File: src/hdl/esc_pkg.sv
// constants and month-length lookup for the epoch seconds to calendar converter
`timescale 1ns / 1ps
`default_nettype none

package esc_pkg;

   // widths of the working values
   localparam int DividendWidth = 33;
   localparam int OffsetWidth   = 17;
   localparam int UnitWidth     = 33;

   // time constants, in seconds
   localparam logic [UnitWidth-1:0] SecsPerMinute   = 33'd60;
   localparam logic [UnitWidth-1:0] SecsPerHour     = 33'd3600;
   localparam logic [UnitWidth-1:0] SecsPerDay      = 33'd86400;
   localparam logic [UnitWidth-1:0] SecsPerYear     = 33'd31536000;
   localparam logic [UnitWidth-1:0] SecsPerLeapYear = 33'd31622400;
   localparam logic [UnitWidth-1:0] SecsPerMonth28  = 33'd2419200;
   localparam logic [UnitWidth-1:0] SecsPerMonth29  = 33'd2505600;
   localparam logic [UnitWidth-1:0] SecsPerMonth30  = 33'd2592000;
   localparam logic [UnitWidth-1:0] SecsPerMonth31  = 33'd2678400;

   // calendar constants
   localparam logic [11:0] EpochYear       = 12'd1970;
   localparam logic [1:0]  EpochYearMod4   = 2'd2;
   localparam logic [6:0]  EpochYearMod100 = 7'd70;
   localparam logic [8:0]  EpochYearMod400 = 9'd370;
   localparam logic [6:0]  LastMod100      = 7'd99;
   localparam logic [8:0]  LastMod400      = 9'd399;
   localparam logic [3:0]  MonthFeb        = 4'd1;
   localparam logic [3:0]  MonthDec        = 4'd11;

   // reset time-zone offset, UTC+9
   localparam logic signed [OffsetWidth-1:0] ZoneOffsetReset = 17'sd32400;

   typedef logic [3:0] month_index_type;

   // length of a month, zero-based month index
   function automatic logic [4:0] month_days(input month_index_type m, input logic leap);
      logic [4:0] len;
      case (m) inside
         4'd3, 4'd5, 4'd8, 4'd10: len = 5'd30;
         MonthFeb:                len = leap ? 5'd29 : 5'd28;
         default:                 len = 5'd31;
      endcase
      return len;
   endfunction

   // length of a month in seconds, zero-based month index
   function automatic logic [UnitWidth-1:0] month_seconds(input month_index_type m,
                                                          input logic leap);
      logic [UnitWidth-1:0] len;
      case (month_days(m, leap))
         5'd28:   len = SecsPerMonth28;
         5'd29:   len = SecsPerMonth29;
         5'd30:   len = SecsPerMonth30;
         default: len = SecsPerMonth31;
      endcase
      return len;
   endfunction

endpackage

`default_nettype wire

File: src/hdl/epoch_seconds_to_calendar_core.sv
// epoch seconds to local gregorian date and time converter, top level
//
// usage:
//   a request carries req_epoch_seconds, seconds since 1970-01-01 00:00:00 UTC,
//   on a valid/ready channel. the zone offset register (csr_write_enable,
//   csr_write_data, signed seconds) is added before conversion; write it only
//   while the block is idle. a shifted time below zero converts as the epoch
//   with rsp_clamped set.
//   one request is worked at a time; req_ready is high only while idle.
//   one shared compare-and-subtract unit peels whole years (up to 136),
//   months (up to 11), days (up to 30), hours (up to 23) and minutes (up to
//   59) off the shifted count, one unit at a time; each stage ends when the
//   next unit no longer fits (months also at december), then the finish state
//   loads the output register and sets rsp_valid. the next request can be
//   taken in the cycle after the load at the earliest.
//   the result sits in an output register; if the receiver stalls with
//   rsp_ready low, the next request is still taken and worked, and waits in
//   its last step until the output register frees up.
//   reset clears the sequencer and rsp_valid and sets the offset to 32400.
`timescale 1ns / 1ps
`default_nettype none

module epoch_seconds_to_calendar_core (
   input  wire logic        clock,
   input  wire logic        reset,
   input  wire logic        req_valid,
   output logic             req_ready,
   input  wire logic [31:0] req_epoch_seconds,
   output logic             rsp_valid,
   input  wire logic        rsp_ready,
   output logic [11:0]      rsp_year,
   output logic [3:0]       rsp_month,
   output logic [4:0]       rsp_day,
   output logic [4:0]       rsp_hour,
   output logic [5:0]       rsp_minute,
   output logic [5:0]       rsp_second,
   output logic             rsp_clamped,
   input  wire logic        csr_write_enable,
   input  wire logic [esc_pkg::OffsetWidth-1:0] csr_write_data
);
   import esc_pkg::*;

   // sequencer states
   localparam logic [2:0] StIdle   = 3'd0;
   localparam logic [2:0] StYear   = 3'd1;
   localparam logic [2:0] StMonth  = 3'd2;
   localparam logic [2:0] StDay    = 3'd3;
   localparam logic [2:0] StHour   = 3'd4;
   localparam logic [2:0] StMinute = 3'd5;
   localparam logic [2:0] StFinish = 3'd6;

   logic [2:0]                     state_ff, state_in;
   logic signed [OffsetWidth-1:0]  offset_ff;
   logic [UnitWidth-1:0]           secs_ff, secs_in;
   logic [11:0]                    year_ff, year_in;
   logic [1:0]                     mod4_ff, mod4_in;
   logic [6:0]                     mod100_ff, mod100_in;
   logic [8:0]                     mod400_ff, mod400_in;
   month_index_type                month_ff, month_in;
   logic [4:0]                     day_ff, day_in;
   logic [4:0]                     hour_ff, hour_in;
   logic [5:0]                     minute_ff, minute_in;
   logic                           clamp_ff, clamp_in;

   logic                           rsp_valid_ff, rsp_valid_in;
   logic [11:0]                    out_year_ff;
   logic [3:0]                     out_month_ff;
   logic [4:0]                     out_day_ff;
   logic [4:0]                     out_hour_ff;
   logic [5:0]                     out_minute_ff;
   logic [5:0]                     out_second_ff;
   logic                           out_clamped_ff;

   logic [UnitWidth-1:0]           op_b;
   logic [UnitWidth:0]             diff;
   logic                           ge;
   logic                           leap;
   logic signed [DividendWidth:0]  shifted;
   logic                           accept;
   logic                           load_out;

   // leap year by the 400/100/4 rule from running residues
   assign leap = (mod400_ff == 9'd0) || ((mod4_ff == 2'd0) && (mod100_ff != 7'd0));

   // shifted request time
   assign shifted = $signed({2'b00, req_epoch_seconds})
                  + $signed({{(DividendWidth + 1 - OffsetWidth){offset_ff[OffsetWidth-1]}},
                             offset_ff});

   assign accept   = req_valid && req_ready;
   assign load_out = (state_ff == StFinish) && (!rsp_valid_ff || rsp_ready);

   // unit length for the shared subtract and compare unit
   always_comb begin
      case (state_ff)
         StYear: begin
            op_b = leap ? SecsPerLeapYear : SecsPerYear;
         end
         StMonth: begin
            op_b = month_seconds(month_ff, leap);
         end
         StHour: begin
            op_b = SecsPerHour;
         end
         StMinute: begin
            op_b = SecsPerMinute;
         end
         default: begin
            op_b = SecsPerDay;
         end
      endcase
   end

   // shared unit
   assign diff = {1'b0, secs_ff} - {1'b0, op_b};
   assign ge   = !diff[UnitWidth];

   // sequencer next state and datapath
   always_comb begin
      state_in  = state_ff;
      secs_in   = secs_ff;
      year_in   = year_ff;
      mod4_in   = mod4_ff;
      mod100_in = mod100_ff;
      mod400_in = mod400_ff;
      month_in  = month_ff;
      day_in    = day_ff;
      hour_in   = hour_ff;
      minute_in = minute_ff;
      clamp_in  = clamp_ff;
      case (state_ff)
         StIdle: begin
            if (accept) begin
               clamp_in  = shifted[DividendWidth];
               secs_in   = shifted[DividendWidth] ? '0 : shifted[DividendWidth-1:0];
               year_in   = EpochYear;
               mod4_in   = EpochYearMod4;
               mod100_in = EpochYearMod100;
               mod400_in = EpochYearMod400;
               month_in  = '0;
               day_in    = '0;
               hour_in   = '0;
               minute_in = '0;
               state_in  = StYear;
            end
         end
         StYear: begin
            if (ge) begin
               secs_in   = diff[UnitWidth-1:0];
               year_in   = year_ff + 1'b1;
               mod4_in   = mod4_ff + 1'b1;
               mod100_in = (mod100_ff == LastMod100) ? 7'd0 : mod100_ff + 1'b1;
               mod400_in = (mod400_ff == LastMod400) ? 9'd0 : mod400_ff + 1'b1;
            end else begin
               state_in = StMonth;
            end
         end
         StMonth: begin
            if (month_ff != MonthDec && ge) begin
               secs_in  = diff[UnitWidth-1:0];
               month_in = month_ff + 1'b1;
            end else begin
               state_in = StDay;
            end
         end
         StDay: begin
            if (ge) begin
               secs_in = diff[UnitWidth-1:0];
               day_in  = day_ff + 1'b1;
            end else begin
               state_in = StHour;
            end
         end
         StHour: begin
            if (ge) begin
               secs_in = diff[UnitWidth-1:0];
               hour_in = hour_ff + 1'b1;
            end else begin
               state_in = StMinute;
            end
         end
         StMinute: begin
            if (ge) begin
               secs_in   = diff[UnitWidth-1:0];
               minute_in = minute_ff + 1'b1;
            end else begin
               state_in = StFinish;
            end
         end
         StFinish: begin
            if (load_out) begin
               state_in = StIdle;
            end
         end
         default: begin
            state_in = StIdle;
         end
      endcase
   end

   // output handshake
   always_comb begin
      rsp_valid_in = rsp_valid_ff;
      if (load_out) begin
         rsp_valid_in = 1'b1;
      end else if (rsp_ready) begin
         rsp_valid_in = 1'b0;
      end
   end

   // control registers
   always_ff @(posedge clock) begin
      if (reset) begin
         state_ff     <= StIdle;
         rsp_valid_ff <= 1'b0;
         offset_ff    <= ZoneOffsetReset;
      end else begin
         state_ff     <= state_in;
         rsp_valid_ff <= rsp_valid_in;
         if (csr_write_enable) begin
            offset_ff <= csr_write_data;
         end
      end
   end

   // working registers
   always_ff @(posedge clock) begin
      secs_ff   <= secs_in;
      year_ff   <= year_in;
      mod4_ff   <= mod4_in;
      mod100_ff <= mod100_in;
      mod400_ff <= mod400_in;
      month_ff  <= month_in;
      day_ff    <= day_in;
      hour_ff   <= hour_in;
      minute_ff <= minute_in;
      clamp_ff  <= clamp_in;
   end

   // output register
   always_ff @(posedge clock) begin
      if (load_out) begin
         out_year_ff    <= year_ff;
         out_month_ff   <= month_ff + 1'b1;
         out_day_ff     <= day_ff + 1'b1;
         out_hour_ff    <= hour_ff;
         out_minute_ff  <= minute_ff;
         out_second_ff  <= secs_ff[5:0];
         out_clamped_ff <= clamp_ff;
      end
   end

   assign req_ready   = (state_ff == StIdle);
   assign rsp_valid   = rsp_valid_ff;
   assign rsp_year    = out_year_ff;
   assign rsp_month   = out_month_ff;
   assign rsp_day     = out_day_ff;
   assign rsp_hour    = out_hour_ff;
   assign rsp_minute  = out_minute_ff;
   assign rsp_second  = out_second_ff;
   assign rsp_clamped = out_clamped_ff;

endmodule

`default_nettype wire

File: config.mk
export PLATFORM = sky130hd
export DESIGN_NAME = epoch_seconds_to_calendar_core
export DESIGN_NICKNAME = d
export VERILOG_FILES = /design/src/hdl/esc_pkg.sv /design/src/hdl/epoch_seconds_to_calendar_core.sv
export SDC_FILE = /design/constraint.sdc
export NUM_CORES = 1
export LEC_CHECK = 0
export ABC_AREA = 1
export BUFFER_PORTS_ARGS = -buffer_cell sky130_fd_sc_hd__clkbuf_2
export CELL_PAD_IN_SITES_DETAIL_PLACEMENT = 0
export CELL_PAD_IN_SITES_GLOBAL_PLACEMENT = 1
export CORE_AREA = 2 2 156 158
export DETAILED_ROUTE_END_ITERATION = 10
export DIE_AREA = 0 0 158 160
export GPL_TIMING_DRIVEN = 0
export HOLD_SLACK_MARGIN = 0.08
export PLACE_DENSITY = 0.89
export SETUP_SLACK_MARGIN = 0.1
export SKIP_LAST_GASP = 1
export SYNTH_ARGS = -nofsm -noshare
export SYNTH_HDL_FRONTEND = slang
export SYNTH_SLANG_ARGS = --single-unit
File: constraint.sdc
create_clock -name clock -period 7.29 [get_ports clock]
set_input_delay 1.8225 -clock clock [delete_from_list [all_inputs] [get_ports clock]]
set_output_delay 1.8225 -clock clock [all_outputs]
set_load 0.1 [all_outputs]
==> summary.txt <==
Global route
  • Grt met2 use: 0.354
  • Pin count of the biggest net entering global routing: 31
  • Congestion Overflow GR: 0
  • Grt met3 use: 0.0285
  • Vias in the first global route: 8868
  • Total GRT Usage: 0.205
  • First-pass GRT wire length: around 42000 µm
  • Initial antenna violation count: 0
  • GRT met1 Usage: 0.270
  • Grt peak-use layer: met2

Critical path
  • CP Data Required Time: around 7.3 ns
  • Minimum setup slack among reg-to-reg paths: 2.54 ns
  • Critical Path Start Type: register
  • Worst Reg-to-Reg Cells: 20
  • Crit path kind: register to register
  • Worst-path maximum fanout: 30
  • Setup crit end kind: register
  • RR Endpoint: mod100_ff[4]$_SDFFCE_PP0P_
  • Worst endpoint data arrival time: 4.79 ns
  • RR Startpoint: month_ff[0]$_SDFFCE_PN0P_

Place
  • HPWL after DPL: between 20000 and 25000 µm
  • Placed cells: ~1.8k
  • I/O Buffers: between 90 and 100
  • Final Wtd Congestion: slightly below 0.9

CTS
  • TritonCTS clock tree: built
  • Post-CTS setup buffers: 0
  • Total CTS buffers: 17
  • CTS Sinks: around 140
  • H-tree levels: 4
  • Root Buffer: clkbuf_16
  • CTS Buffer Depth: 2
  • Post_cts resized: 0
  • Worst-path clk slew: 0.07 ns
  • Hold-fix buffers, CTS: 0
  • Later-pin clock latency in the skew report: between 0.4 and 0.5 ns

Timing
  • Actual slew at the worst max-slew pin: about 1.2 ns
  • Slew Limit Fails: 0
  • Fin. Hold Viols: 0
  • Rel. slew slack: 0.205
  • Post-layout min period: between 4 and 5 ns
  • Layout Skew: approximately 0.011 ns
  • RSZ-0062 raised after global routing: no
  • Fmax: 210 MHz
  • WHS: 0.422 ns
  • Period Utilization, post-route: 0.652
  • # setup viols final: 0

Yosys
  • Post-synth top area cell: edfxtp_1
  • Synth area leaders: edfxtp_1 (35%), nand2_1 (13%), ha_1 (8.5%)
  • Synth warnings: 0
  • Syn Nets: about 1.5k
  • Syn_area_per_cell: ~7.5 µm²
  • Yosys cell types: between 40 and 50
  • Post-synth EDFFs: about 120
  • Post-synth ARST share: 0
  • Syn Std Cell Area: 10400 µm²
  • Synth top area share: 0.354
  • Cells after Synth: 1396
  • Post-synthesis register bit count: between 100 and 150
  • Register area share after synthesis: 0.394
  • Primary FF master, synth: edfxtp_1

Power
  • Max IR drop VDD: roughly 0.19 mV
  • Leakage: ~5.6 nW
  • PwrDens: between 400 and 500 nW/µm²

Route
  • Routed length per placed instance: 13.6 µm
  • # DRC: 0
  • Post-route ant nets: 0
  • DRT Wirelength: ~25000 µm
  • Via count: 9205
  • Drt pass-1 iters: 5
  • DRT iter0 DRCs: 528
  • Vias per cell: roughly 5

Run status
  • Status: finished, final reports clean

Floorplan
  • I/O pins: 95
  • Initial Util: 0.438
  • Die H: between 150 and 200 µm
  • Chip Width: approximately 160 µm
  • Row cnt: 57
  • Die area: around 25000 µm²
  • Core Footprint: about 24000 µm²

Finish
  • Most frequent cells in the layout: nand2_1 (351), inv_1 (193), nor2_1 (189)
  • Area Overhead vs Synth: 14.5%
  • Final Non-Filler Cells: 1850
  • Fill cells: between 2k and 2.5k
  • Commonest non-fill, non-tap cell in the layout: nand2_1
  • Final Net Count: between 1.5k and 2k
  • Share of layout cells above drive strength 1: 0.132
  • Diodes inserted: 0

Hold path
  • WHS Endpoint: rsp_second[1]$_DFFE_PP_
  • Hold Path Class: register to register
  • HP Start: secs_ff[1]$_DFFE_PP_
  • WHS Path Cells: 0

Flow run
  • Max-Cap Viols: 0
area by class of cell:
class                           count  area, µm²  share of cell area
Timing Repair Buffer               98        523              0.0438
Inverter                          199        748              0.0626
Tap cell                          324        405              0.0339
Clock buffer                       17        425              0.0356
Clock inverter                     15        145              0.0122
Multi-Input combinational cell   1036       5470               0.458
Buffer                             17        115             0.00964
Sequential cell                   144       4110               0.344
how the worst max path moves through the flow:
stage                               start                    endpoint  slack, ns
2_1_floorplan   month_ff[0]$_SDFFCE_PN0P_       secs_ff[10]$_DFFE_PP_       1.75
3_5_place_dp    month_ff[0]$_SDFFCE_PN0P_  mod400_ff[4]$_SDFFCE_PN1P_       2.52
4_1_cts         month_ff[0]$_SDFFCE_PN0P_    year_ff[2]$_SDFFCE_PN0P_       2.51
6_report        month_ff[0]$_SDFFCE_PN0P_  mod100_ff[4]$_SDFFCE_PP0P_       2.54
3_3_place_gp   mod400_ff[5]$_SDFFCE_PN1P_       secs_ff[29]$_DFFE_PP_      -0.22
5_1_grt         month_ff[0]$_SDFFCE_PN0P_  mod100_ff[4]$_SDFFCE_PP0P_       2.06
cells in the mapped netlist, types with 2 or more instances:
master    instances
dfxtp_1          21
inv_1           193
nor2_2            4
inv_2             4
nor2_1          189
a211oi_1          2
o21bai_1          7
buf_6             2
and2_1            2
nand3_1          85
xnor2_1          14
o21ai_1           5
a31oi_1           4
nor2_4            4
or2_2            18
nor3b_1           4
nand3_2          16
nand2_2           9
clkbuf_1          8
buf_2             4
o21ai_0          73
nand2_1         351
nor3_1           26
a21o_1            6
nor4_1            5
fa_1              2
o211ai_1          2
nand3b_1          4
nand2_4           2
a21oi_2           2
xor2_1           12
edfxtp_1        123
nand4_1          16
ha_1             71
a21oi_1          95
a21boi_0          2
stage by stage:
step | utilization | setup WS (ns) | power (mW) | area [µm²] | setup TNS (ns)
global placement | 0.475 | -0.224 | 4.06 | 11300 | -6.86
global route | 0.501 | 2.06 | 5.43 | 11900 | 0
finish | 0.501 | 2.54 | 4.98 | 11900 | 0
floorplan | - | 1.75 | 3.46 | 10400 | 0
CTS | 0.501 | 2.51 | 4.99 | 11900 | 0
detailed placement | 0.478 | 2.52 | 4.12 | 11400 | 0
critical path, stage by stage (launching register included):
cell	delay, ns
edfxtp_1	0.44
inv_1	0.11
ha_1	0.20
nor2_1	0.11
nor3_1	0.06
a311oi_1	0.32
nand2_1	0.23
ha_1	0.34
nor2_1	0.16
nor3_1	0.10
ha_1	0.41
nand2_1	0.13
nor2_1	0.13
nor2_1	0.05
nand2_1	0.13
nand2_1	0.08
nand2_2	0.11
nand2_2	0.09
nand2_4	0.11
o2111ai_1	0.13
inv_1	0.88
power breakdown:
group | internal [mW] | switching [mW] | leakage, nW | total [mW]
clock | 0.454 | 0.406 | 0.277 | 0.860
combinational | 0.857 | 1.82 | 3.97 | 2.68
sequential | 1.29 | 0.156 | 1.33 | 1.45
total | 2.60 | 2.38 | 5.58 | 4.98
kinds of logic (layout without fill, tap and decap cells):
family	count (synthesis)	in the layout	share of synthesized area
and+or+nand+nor	737	737	0.309
buffers and inverters	216	346	0.0828
AOI/OAI and AO/OA	200	200	0.102
DFF	144	144	0.394
adders and majority gates	73	73	0.0890
xor gates and xnor gates	26	26	0.0218
sequential cells by signal, indices dropped and copies added, names as in the netlist, 2 cells and up:
signal / flops
day_ff: 5
hour_ff: 5
minute_ff: 6
mod100_ff: 7
mod400_ff: 9
mod4_ff: 2
month_ff: 4
offset_ff: 17
rsp_day: 5
rsp_hour: 5
rsp_minute: 6
rsp_month: 4
rsp_second: 6
rsp_year: 12
secs_ff: 33
state_ff: 3
year_ff: 12
metal layers:
layer  part of all wire  routed length, µm  up-vias
li1                   -                  -     4852
met1               0.47              11700     4124
met2               0.49              12200      206
met3              0.034                866       23
met4              0.013                323        0
met5                  0                  0        -
No activity file was read; power rests on OpenSTA's default activity.
